`src/hw/rtl/smsd_pkg.sv`:
```
// shared constants, codes and controller/datapath interface types
// for the sample mean and standard deviation block; no dependencies
`timescale 1ns / 1ps
`default_nettype none

package smsd_pkg;

    localparam int MAX_SAMPLES_DEF = 1024;
    localparam int SAMPLE_BITS_DEF = 10;

    // result fields are unsigned q.8
    localparam int OUT_W      = 18;
    localparam int MEAN_FRAC  = 8;
    localparam int VAR_FRAC   = 2 * MEAN_FRAC;
    localparam int OUT_DATA_W = ((2 * OUT_W + 7) / 8) * 8;
    localparam int STATUS_W   = 2;

    localparam logic [STATUS_W-1:0] STATUS_OK       = 2'd0;
    localparam logic [STATUS_W-1:0] STATUS_SINGLE   = 2'd1;
    localparam logic [STATUS_W-1:0] STATUS_OVERFLOW = 2'd2;

    typedef enum logic [2:0] {
        OP_NONE,
        OP_MUL_NQ,
        OP_MUL_SS,
        OP_MUL_NN,
        OP_DIV_MEAN,
        OP_DIV_SD,
        OP_ROOT
    } op_t;

    typedef struct packed {
        logic acc_en;
        logic start;
        op_t  op;
        logic load_out;
        logic clear;
    } cmd_t;

    typedef struct packed {
        logic mul_done;
        logic div_done;
        logic root_done;
        logic n_zero;
        logic n_ge2;
    } sts_t;

endpackage

`default_nettype wire

```
`src/hw/rtl/smsd_div.sv`:
```
// restoring divider, one quotient bit per cycle
// uses no package
`timescale 1ns / 1ps
`default_nettype none

module smsd_div #(
    parameter int NW = 58,
    parameter int MW = 22
) (
    input  wire logic          clk,
    input  wire logic          rst_n,
    input  wire logic          start,
    input  wire logic [NW-1:0] dividend,
    input  wire logic [MW-1:0] divisor,
    output logic               done,
    output logic [NW-1:0]      quotient
);

    localparam int CNTW = $clog2(NW);

    logic [NW-1:0]   quo_reg;
    logic [MW-1:0]   rem_reg;
    logic [MW-1:0]   dvs_reg;
    logic [CNTW-1:0] cnt_reg;
    logic            busy_reg;
    logic            done_reg;
    logic [MW:0]     rem_shift;
    logic [MW+1:0]   trial;

    assign rem_shift = {rem_reg, quo_reg[NW-1]};
    assign trial     = {1'b0, rem_shift} - {2'b00, dvs_reg};
    assign done      = done_reg;
    assign quotient  = quo_reg;

    always_ff @(posedge clk or negedge rst_n)
    begin
        if (!rst_n)
        begin
            busy_reg <= 1'b0;
            done_reg <= 1'b0;
            cnt_reg  <= '0;
        end
        else
        begin
            done_reg <= 1'b0;
            if (start)
            begin
                busy_reg <= 1'b1;
                cnt_reg  <= '0;
            end
            else if (busy_reg)
            begin
                cnt_reg <= cnt_reg + 1'b1;
                if (cnt_reg == CNTW'(NW - 1))
                begin
                    busy_reg <= 1'b0;
                    done_reg <= 1'b1;
                end
            end
        end
    end

    // dividend shifts out of the top while quotient bits enter at the bottom
    always_ff @(posedge clk)
    begin
        if (start)
        begin
            quo_reg <= dividend;
            rem_reg <= '0;
            dvs_reg <= divisor;
        end
        else if (busy_reg)
        begin
            if (!trial[MW+1])
            begin
                rem_reg <= trial[MW-1:0];
                quo_reg <= {quo_reg[NW-2:0], 1'b1};
            end
            else
            begin
                rem_reg <= rem_shift[MW-1:0];
                quo_reg <= {quo_reg[NW-2:0], 1'b0};
            end
        end
    end

endmodule

`default_nettype wire

```
`src/hw/rtl/smsd_sqrt.sv`:
```
// integer square root, one result bit per cycle
// uses no package
`timescale 1ns / 1ps
`default_nettype none

module smsd_sqrt #(
    parameter int NW = 58
) (
    input  wire logic          clk,
    input  wire logic          rst_n,
    input  wire logic          start,
    input  wire logic [NW-1:0] operand,
    output logic               done,
    output logic [(NW+1)/2-1:0] root
);

    localparam int RW   = (NW + 1) / 2;
    localparam int VW   = 2 * RW;
    localparam int CNTW = $clog2(RW);

    logic [VW-1:0]   v_reg;
    logic [VW-1:0]   root_reg;
    logic [VW-1:0]   bit_reg;
    logic [CNTW-1:0] cnt_reg;
    logic            busy_reg;
    logic            done_reg;
    logic [VW-1:0]   trial;

    assign trial = root_reg + bit_reg;
    assign done  = done_reg;
    assign root  = root_reg[RW-1:0];

    always_ff @(posedge clk or negedge rst_n)
    begin
        if (!rst_n)
        begin
            busy_reg <= 1'b0;
            done_reg <= 1'b0;
            cnt_reg  <= '0;
        end
        else
        begin
            done_reg <= 1'b0;
            if (start)
            begin
                busy_reg <= 1'b1;
                cnt_reg  <= '0;
            end
            else if (busy_reg)
            begin
                cnt_reg <= cnt_reg + 1'b1;
                if (cnt_reg == CNTW'(RW - 1))
                begin
                    busy_reg <= 1'b0;
                    done_reg <= 1'b1;
                end
            end
        end
    end

    // test bit walks down two places per step from the top even position
    always_ff @(posedge clk)
    begin
        if (start)
        begin
            v_reg    <= VW'(operand);
            root_reg <= '0;
            bit_reg  <= {2'b01, {(VW-2){1'b0}}};
        end
        else if (busy_reg)
        begin
            if (v_reg >= trial)
            begin
                v_reg    <= v_reg - trial;
                root_reg <= (root_reg >> 1) + bit_reg;
            end
            else
            begin
                root_reg <= root_reg >> 1;
            end
            bit_reg <= bit_reg >> 2;
        end
    end

endmodule

`default_nettype wire

```
`src/hw/rtl/smsd_dp.sv`:
```
// datapath: accumulators, serial multiplier, divider, square root, result registers
// depends on smsd_pkg, smsd_div and smsd_sqrt
`timescale 1ns / 1ps
`default_nettype none

module smsd_dp #(
    parameter int MAX_SAMPLES = smsd_pkg::MAX_SAMPLES_DEF,
    parameter int SAMPLE_BITS = smsd_pkg::SAMPLE_BITS_DEF
) (
    input  wire logic                   clk,
    input  wire logic                   rst_n,
    input  wire logic [SAMPLE_BITS-1:0] score,
    input  wire smsd_pkg::cmd_t         cmd,
    output smsd_pkg::sts_t              sts,
    output logic [smsd_pkg::OUT_W-1:0]  mean_q8,
    output logic [smsd_pkg::OUT_W-1:0]  std_dev_q8,
    output logic [smsd_pkg::STATUS_W-1:0] status
);

    localparam int CW  = $clog2(MAX_SAMPLES + 1);
    localparam int SW  = SAMPLE_BITS + CW;
    localparam int QW  = 2 * SAMPLE_BITS + CW;
    localparam int PW  = QW + SW;
    localparam int DW  = 2 * SW;
    localparam int MW  = 2 * CW;
    localparam int MF  = smsd_pkg::MEAN_FRAC;
    localparam int VF  = smsd_pkg::VAR_FRAC;
    localparam int NW  = DW + VF;
    localparam int RW  = (NW + 1) / 2;
    localparam int OW  = smsd_pkg::OUT_W;
    localparam int MCW = $clog2(SW);
    localparam int SQW = 2 * SAMPLE_BITS;

    logic [CW-1:0]  count_reg;
    logic [SW-1:0]  sum_reg;
    logic [QW-1:0]  sq_reg;
    logic           ovf_reg;
    logic [SQW-1:0] sq_prod;

    logic [PW-1:0]  mul_a_reg;
    logic [SW-1:0]  mul_b_reg;
    logic [PW-1:0]  mul_p_reg;
    logic [MCW-1:0] mul_cnt_reg;
    logic           mul_busy_reg;
    logic           mul_done_reg;
    logic           mul_start;
    logic [PW-1:0]  mul_a_in;
    logic [SW-1:0]  mul_b_in;

    logic [DW-1:0]  p1_reg;
    logic [DW-1:0]  d_reg;
    logic [MW-1:0]  m_reg;

    logic           div_start;
    logic [NW-1:0]  div_dividend;
    logic [MW-1:0]  div_divisor;
    logic           div_done;
    logic [NW-1:0]  div_quotient;

    logic           root_start;
    logic           root_done;
    logic [RW-1:0]  root_val;

    logic [OW-1:0]  mean_res_reg;
    logic [OW-1:0]  sd_res_reg;
    logic [OW-1:0]  mean_out_reg;
    logic [OW-1:0]  sd_out_reg;
    logic [smsd_pkg::STATUS_W-1:0] status_out_reg;
    logic [smsd_pkg::STATUS_W-1:0] status_next;

    assign sq_prod = SQW'(score) * SQW'(score);

    // running count, sum and sum of squares
    always_ff @(posedge clk or negedge rst_n)
    begin
        if (!rst_n)
        begin
            count_reg <= '0;
            sum_reg   <= '0;
            sq_reg    <= '0;
            ovf_reg   <= 1'b0;
        end
        else if (cmd.clear)
        begin
            count_reg <= '0;
            sum_reg   <= '0;
            sq_reg    <= '0;
            ovf_reg   <= 1'b0;
        end
        else if (cmd.acc_en)
        begin
            if (count_reg < CW'(MAX_SAMPLES))
            begin
                count_reg <= count_reg + 1'b1;
                sum_reg   <= sum_reg + SW'(score);
                sq_reg    <= sq_reg + QW'(sq_prod);
            end
            else
            begin
                ovf_reg <= 1'b1;
            end
        end
    end

    // operand selection for the shared units
    always_comb
    begin
        mul_start  = cmd.start && (cmd.op == smsd_pkg::OP_MUL_NQ ||
                                   cmd.op == smsd_pkg::OP_MUL_SS ||
                                   cmd.op == smsd_pkg::OP_MUL_NN);
        div_start  = cmd.start && (cmd.op == smsd_pkg::OP_DIV_MEAN ||
                                   cmd.op == smsd_pkg::OP_DIV_SD);
        root_start = cmd.start && (cmd.op == smsd_pkg::OP_ROOT);
        case (cmd.op)
            smsd_pkg::OP_MUL_NQ:
            begin
                mul_a_in = PW'(sq_reg);
                mul_b_in = SW'(count_reg);
            end
            smsd_pkg::OP_MUL_SS:
            begin
                mul_a_in = PW'(sum_reg);
                mul_b_in = sum_reg;
            end
            default:
            begin
                mul_a_in = PW'(count_reg);
                mul_b_in = SW'(count_reg - 1'b1);
            end
        endcase
        if (cmd.op == smsd_pkg::OP_DIV_SD)
        begin
            div_dividend = {d_reg, {VF{1'b0}}};
            div_divisor  = m_reg;
        end
        else
        begin
            div_dividend = NW'({sum_reg, {MF{1'b0}}});
            div_divisor  = MW'(count_reg);
        end
    end

    // shift-add multiplier, one multiplier bit per cycle
    always_ff @(posedge clk or negedge rst_n)
    begin
        if (!rst_n)
        begin
            mul_busy_reg <= 1'b0;
            mul_done_reg <= 1'b0;
            mul_cnt_reg  <= '0;
        end
        else
        begin
            mul_done_reg <= 1'b0;
            if (mul_start)
            begin
                mul_busy_reg <= 1'b1;
                mul_cnt_reg  <= '0;
            end
            else if (mul_busy_reg)
            begin
                mul_cnt_reg <= mul_cnt_reg + 1'b1;
                if (mul_cnt_reg == MCW'(SW - 1))
                begin
                    mul_busy_reg <= 1'b0;
                    mul_done_reg <= 1'b1;
                end
            end
        end
    end

    always_ff @(posedge clk)
    begin
        if (mul_start)
        begin
            mul_a_reg <= mul_a_in;
            mul_b_reg <= mul_b_in;
            mul_p_reg <= '0;
        end
        else if (mul_busy_reg)
        begin
            if (mul_b_reg[0])
            begin
                mul_p_reg <= mul_p_reg + mul_a_reg;
            end
            mul_a_reg <= mul_a_reg << 1;
            mul_b_reg <= mul_b_reg >> 1;
        end
    end

    // n*sumsq - sum^2 never goes negative, so the difference fits unsigned
    always_ff @(posedge clk)
    begin
        if (mul_done_reg)
        begin
            case (cmd.op)
                smsd_pkg::OP_MUL_NQ: p1_reg <= DW'(mul_p_reg);
                smsd_pkg::OP_MUL_SS: d_reg  <= p1_reg - DW'(mul_p_reg);
                smsd_pkg::OP_MUL_NN: m_reg  <= MW'(mul_p_reg);
                default:             m_reg  <= m_reg;
            endcase
        end
    end

    smsd_div #(
        .NW (NW),
        .MW (MW)
    ) u_div (
        .clk      (clk),
        .rst_n    (rst_n),
        .start    (div_start),
        .dividend (div_dividend),
        .divisor  (div_divisor),
        .done     (div_done),
        .quotient (div_quotient)
    );

    smsd_sqrt #(
        .NW (NW)
    ) u_sqrt (
        .clk     (clk),
        .rst_n   (rst_n),
        .start   (root_start),
        .operand (div_quotient),
        .done    (root_done),
        .root    (root_val)
    );

    // results of the set; zero unless the matching unit ran
    always_ff @(posedge clk or negedge rst_n)
    begin
        if (!rst_n)
        begin
            mean_res_reg <= '0;
            sd_res_reg   <= '0;
        end
        else if (cmd.clear)
        begin
            mean_res_reg <= '0;
            sd_res_reg   <= '0;
        end
        else
        begin
            if (div_done && cmd.op == smsd_pkg::OP_DIV_MEAN)
            begin
                mean_res_reg <= OW'(div_quotient);
            end
            if (root_done)
            begin
                sd_res_reg <= OW'(root_val);
            end
        end
    end

    always_comb
    begin
        if (ovf_reg)
        begin
            status_next = smsd_pkg::STATUS_OVERFLOW;
        end
        else if (count_reg == CW'(1))
        begin
            status_next = smsd_pkg::STATUS_SINGLE;
        end
        else
        begin
            status_next = smsd_pkg::STATUS_OK;
        end
    end

    always_ff @(posedge clk)
    begin
        if (cmd.load_out)
        begin
            mean_out_reg   <= mean_res_reg;
            sd_out_reg     <= sd_res_reg;
            status_out_reg <= status_next;
        end
    end

    assign mean_q8       = mean_out_reg;
    assign std_dev_q8    = sd_out_reg;
    assign status        = status_out_reg;
    assign sts.mul_done  = mul_done_reg;
    assign sts.div_done  = div_done;
    assign sts.root_done = root_done;
    assign sts.n_zero    = (count_reg == '0);
    assign sts.n_ge2     = (count_reg >= CW'(2));

endmodule

`default_nettype wire

```
`src/hw/rtl/smsd_ctrl.sv`:
```
// controller: accepts items, sequences the end-of-set arithmetic, owns the output valid
// depends on smsd_pkg
`timescale 1ns / 1ps
`default_nettype none

module smsd_ctrl (
    input  wire logic           clk,
    input  wire logic           rst_n,
    input  wire logic           in_valid,
    input  wire logic           in_last,
    output logic                in_ready,
    output logic                out_valid,
    input  wire logic           out_ready,
    output smsd_pkg::cmd_t      cmd,
    input  wire smsd_pkg::sts_t sts
);

    typedef enum logic [3:0] {
        ST_ACCUM,
        ST_CHECK,
        ST_MUL_NQ,
        ST_MUL_SS,
        ST_MUL_NN,
        ST_DIV_MEAN,
        ST_DIV_SD,
        ST_ROOT,
        ST_FINISH
    } state_t;

    state_t state_reg;
    state_t state_next;
    logic   start_reg;
    logic   start_next;
    logic   out_valid_reg;
    logic   out_valid_next;
    logic   load;

    always_comb
    begin
        in_ready     = (state_reg == ST_ACCUM);
        load         = (state_reg == ST_FINISH) && (!out_valid_reg || out_ready);
        cmd.acc_en   = in_valid && in_ready;
        cmd.start    = start_reg;
        cmd.load_out = load;
        cmd.clear    = load;
        case (state_reg)
            ST_MUL_NQ:   cmd.op = smsd_pkg::OP_MUL_NQ;
            ST_MUL_SS:   cmd.op = smsd_pkg::OP_MUL_SS;
            ST_MUL_NN:   cmd.op = smsd_pkg::OP_MUL_NN;
            ST_DIV_MEAN: cmd.op = smsd_pkg::OP_DIV_MEAN;
            ST_DIV_SD:   cmd.op = smsd_pkg::OP_DIV_SD;
            ST_ROOT:     cmd.op = smsd_pkg::OP_ROOT;
            default:     cmd.op = smsd_pkg::OP_NONE;
        endcase
    end

    always_comb
    begin
        state_next     = state_reg;
        start_next     = 1'b0;
        out_valid_next = out_valid_reg && !out_ready;
        if (load)
        begin
            out_valid_next = 1'b1;
        end
        case (state_reg)
            ST_ACCUM:
            begin
                if (cmd.acc_en && in_last)
                begin
                    state_next = ST_CHECK;
                end
            end
            // count now includes the last item
            ST_CHECK:
            begin
                if (sts.n_ge2)
                begin
                    state_next = ST_MUL_NQ;
                    start_next = 1'b1;
                end
                else if (!sts.n_zero)
                begin
                    state_next = ST_DIV_MEAN;
                    start_next = 1'b1;
                end
                else
                begin
                    state_next = ST_FINISH;
                end
            end
            ST_MUL_NQ:
            begin
                if (sts.mul_done)
                begin
                    state_next = ST_MUL_SS;
                    start_next = 1'b1;
                end
            end
            ST_MUL_SS:
            begin
                if (sts.mul_done)
                begin
                    state_next = ST_MUL_NN;
                    start_next = 1'b1;
                end
            end
            ST_MUL_NN:
            begin
                if (sts.mul_done)
                begin
                    state_next = ST_DIV_MEAN;
                    start_next = 1'b1;
                end
            end
            ST_DIV_MEAN:
            begin
                if (sts.div_done)
                begin
                    if (sts.n_ge2)
                    begin
                        state_next = ST_DIV_SD;
                        start_next = 1'b1;
                    end
                    else
                    begin
                        state_next = ST_FINISH;
                    end
                end
            end
            ST_DIV_SD:
            begin
                if (sts.div_done)
                begin
                    state_next = ST_ROOT;
                    start_next = 1'b1;
                end
            end
            ST_ROOT:
            begin
                if (sts.root_done)
                begin
                    state_next = ST_FINISH;
                end
            end
            ST_FINISH:
            begin
                if (load)
                begin
                    state_next = ST_ACCUM;
                end
            end
            default:
            begin
                state_next = ST_ACCUM;
            end
        endcase
    end

    always_ff @(posedge clk or negedge rst_n)
    begin
        if (!rst_n)
        begin
            state_reg     <= ST_ACCUM;
            start_reg     <= 1'b0;
            out_valid_reg <= 1'b0;
        end
        else
        begin
            state_reg     <= state_next;
            start_reg     <= start_next;
            out_valid_reg <= out_valid_next;
        end
    end

    assign out_valid = out_valid_reg;

endmodule

`default_nettype wire

```
`src/hw/rtl/sample_mean_std_dev.sv`:
```
// top level of the sample mean and sample standard deviation block
// depends on smsd_pkg, smsd_ctrl and smsd_dp
//
// channel   dir  handshake              payload
// s_axis    in   tvalid/tready          tdata: score; tlast: last sample of the set
// m_axis    out  tvalid/tready          tdata: mean_q8, std_dev_q8; tuser: status
//
// samples are taken one per cycle while the set is open
// the item marked last closes the set: for sets of two or more samples, three
// shift-add multiplies, two restoring divides and a bitwise square root then run on
// one shared sequencer (a single sample runs only the mean divide), during which
// s_axis_tready is low
// a finished result waits in the output register; the next set may accumulate meanwhile
// rst_n clears the accumulators, the sequencer and the output valid
`timescale 1ns / 1ps
`default_nettype none

module sample_mean_std_dev #(
    parameter int MAX_SAMPLES = smsd_pkg::MAX_SAMPLES_DEF,
    parameter int SAMPLE_BITS = smsd_pkg::SAMPLE_BITS_DEF
) (
    input  wire logic clk,
    input  wire logic rst_n,
    input  wire logic s_axis_tvalid,
    output logic      s_axis_tready,
    // [SAMPLE_BITS-1:0] score, upper bits zero
    input  wire logic [((SAMPLE_BITS+7)/8)*8-1:0] s_axis_tdata,
    input  wire logic s_axis_tlast,
    output logic      m_axis_tvalid,
    input  wire logic m_axis_tready,
    // [17:0] mean_q8, [35:18] std_dev_q8, upper bits zero
    output logic [smsd_pkg::OUT_DATA_W-1:0] m_axis_tdata,
    // [1:0] status
    output logic [smsd_pkg::STATUS_W-1:0]   m_axis_tuser
);

    localparam int OW    = smsd_pkg::OUT_W;
    localparam int PAD_W = smsd_pkg::OUT_DATA_W - 2 * OW;

    smsd_pkg::cmd_t cmd;
    smsd_pkg::sts_t sts;
    logic [OW-1:0]  mean_q8;
    logic [OW-1:0]  std_dev_q8;

    smsd_ctrl u_ctrl (
        .clk       (clk),
        .rst_n     (rst_n),
        .in_valid  (s_axis_tvalid),
        .in_last   (s_axis_tlast),
        .in_ready  (s_axis_tready),
        .out_valid (m_axis_tvalid),
        .out_ready (m_axis_tready),
        .cmd       (cmd),
        .sts       (sts)
    );

    smsd_dp #(
        .MAX_SAMPLES (MAX_SAMPLES),
        .SAMPLE_BITS (SAMPLE_BITS)
    ) u_dp (
        .clk        (clk),
        .rst_n      (rst_n),
        .score      (s_axis_tdata[SAMPLE_BITS-1:0]),
        .cmd        (cmd),
        .sts        (sts),
        .mean_q8    (mean_q8),
        .std_dev_q8 (std_dev_q8),
        .status     (m_axis_tuser)
    );

    assign m_axis_tdata = {{PAD_W{1'b0}}, std_dev_q8, mean_q8};

endmodule

`default_nettype wire
```
`config.mk`:
```
export PLATFORM = sky130hd
export DESIGN_NAME = sample_mean_std_dev
export DESIGN_NICKNAME = d
export VERILOG_FILES = /design/src/hw/rtl/smsd_pkg.sv /design/src/hw/rtl/smsd_div.sv /design/src/hw/rtl/smsd_sqrt.sv /design/src/hw/rtl/smsd_dp.sv /design/src/hw/rtl/smsd_ctrl.sv /design/src/hw/rtl/sample_mean_std_dev.sv
export SDC_FILE = /design/constraint.sdc
export NUM_CORES = 2
export LEC_CHECK = 0
export BUFFER_PORTS_ARGS = -buffer_cell sky130_fd_sc_hd__buf_4
export CORE_AREA = 2 2 234 467
export DETAILED_ROUTE_END_ITERATION = 12
export DIE_AREA = 0 0 236 469
export GPL_ROUTABILITY_DRIVEN = 0
export PLACE_DENSITY = 0.58
export SLEW_MARGIN = 25
export SYNTH_ARGS = -nofsm -noshare
export SYNTH_HDL_FRONTEND = slang
export SYNTH_HIERARCHICAL = 1
export SYNTH_SLANG_ARGS = --single-unit
```
`constraint.sdc`:
```
create_clock -name clk -period 11 [get_ports clk]
set_clock_uncertainty 0.2 [all_clocks]
set_input_delay 1.1 -clock clk [delete_from_list [all_inputs] [get_ports clk]]
set_output_delay 1.1 -clock clk [all_outputs]
set_load 0.1 [all_outputs]
```
==> results.toml <==
[yosys]
synthCells = 4602
syn_area_um2 = 42570
ys_warn_count = 6
syn-mean-instance-area_um2 = 9.251

[outcome]
status = "finished, final reports clean"

[routing]
wire_per_inst_um = 18.18
drt-initial-drc-count = 1608
drt_pre_antenna_iters = 5
totalWireLength_um = 107700
vias_per_cell = 5.546
drc = 0
vias = 32860
ant_nets = 0

[min_path]
hold_class = "in2async"

[clock_tree]
clock_latency_ns = 0.68
cts_setup_buffers = 0
ctsResizeCount = 0
cts_root_buffer = "clkbuf_16"
postCtsHoldBufs = 0
cts_tree = "built"
clockBufferDepth = 3
numCtsBuffers = 58
clock_sinks = 624
clk_pin_slew_ns = 0.07
cts_htree_levels = 2

[critical_path]
critPathRequiredTime_ns = 11.09
startpoint_type = "flop"
cp-startpoint = "u_dp/u_sqrt/root_reg[10]"
r2r-start = "u_dp/u_sqrt/root_reg[10]"
worst-endpoint-arrival_ns = 7.24
path_class = "reg2reg"
end_kind = "flop"
cp_max_fo = 58

[sta]
slew_viol_final = 0
timing.slew.headroom_pct = 23.75
fin_ws_ns = 3.843
worst_slew_pin_slew_ns = 1.141
max_freq_mhz = 139.7
fin_crit_ns = 7.157
grt_setup_unrepaired = "false"
setup_viol = 0
setup_tns_ns = 0
min_period_over_period_pct = 65.06
hold_violations = 0

[global_route]
grt_pass1_vias = 34020
track_usage_pct = 19.40
antenna_found_initial = 1
overflow = 0
grt_max_degree = 153
grt_pass1_wl_um = 174300

[floorplan]
die_area_um2 = 110700
placementRows = 170
die_h_um = 469
ios = 65
coreArea_um2 = 107000
die_w_um = 236
initial_core_util_pct = 39.79

[layout]
multi_input_area_um2 = 23850
regArea_um2 = 16590
drive_gt1_share_pct = 7.432
fillers = 10350
syn2layout_area_growth_pct = 7.933
nets = 4890

[place]
dpl.hpwl_um = 81600
place_ws_ns = 3.719
io_buffer_count = 54

[pwr]
leakage_nw = 19.05
power_density_nw_per_um2 = 345.6
ir_worst_vdd_mv = 0.1409

[job]
max_cap_violations = 0
-- layer usage --
metal	share of wire [%]	global-route usage, %	wire (µm)
met5	0	0	0
met4	5.7	10.79	6087
met3	2.2	1.717	2353
met2	56	39.76	60650
met1	36	18.62	38620
-- final cells by class --
class | instances | area share (%)
multi-input cells | 3438 | 51.91
inverters | 287 | 2.345
repair buffers | 89 | 1.490
diodes | 1 | 0.005446
flip-flops and latches | 624 | 36.11
well taps | 1376 | 3.747
clock buffers | 73 | 3.532
clock inverters | 37 | 0.8632
-- path summary, 6_finish.rpt --
check	end	slack, ns	cells after the start
worst max-delay path	u_dp/u_sqrt/v_reg[52]	3.84	20
worst min-delay path	u_dp/mul_cnt_reg[3]	0.25	1
worst max register to register	u_dp/u_sqrt/v_reg[52]	3.84	20
worst min register to register	u_dp/std_dev_q8[13]	0.25	0
max in group asynchronous	u_dp/u_sqrt/busy_reg	9.02	2
min in group clk	u_dp/std_dev_q8[13]	0.25	0
-- report_power, final --
group          total, W  switching (W)  internal (W)
clock           0.00215       0.000969       0.00118
combinational   0.00921        0.00550       0.00371
sequential      0.00452       0.000811       0.00371
total            0.0159        0.00728       0.00860
-- stage by stage --
step           std cells  area [µm²]  total power (W)  hold WS, ns  utilization [%]
2_1_floorplan       4612       42610          0.01164       0.2242                -
3_3_place_gp        5814       43920          0.01359       0.2301            41.05
3_5_place_dp        5814       43920          0.01373       0.2326            41.05
4_1_cts             5924       45940          0.01596       0.2486            42.94
5_1_grt             5925       45950          0.01727       0.2532            42.95
6_report            5925       45950          0.01588       0.2491            42.95
-- critical path, cell delays in order (launching register included) --
cell and delay (ns):
dfxtp_1 0.41, ha_1 0.39, and4_1 0.26, nor2b_1 0.23, nand2_1 0.10, o21ai_1 0.48, a211oi_1 0.21, or2_2 0.39
or4_1 0.56, a31oi_1 0.19, o21ai_0 0.11, xor2_1 0.16, ha_1 0.57, nand4_1 0.14, nor4_1 0.24, nand3_1 0.11
nor3_1 0.65, a21oi_1 0.18, o211a_4 0.26, o21ai_4 0.14, buf_4 0.66
-- layout by cell type (no fill, tap or decap), types with 92 or more instances in the layout --
cell and count:
edfxtp_1 345, nor2_1 338, a21oi_1 346, dfrtp_1 127
dfxtp_1 151, xnor2_1 142, a21o_1 108, o21ai_0 232
nand2_1 552, a31oi_1 92, xor2_1 126, inv_1 285
ha_1 299
Note: power is estimated with default switching activity, not from simulation.
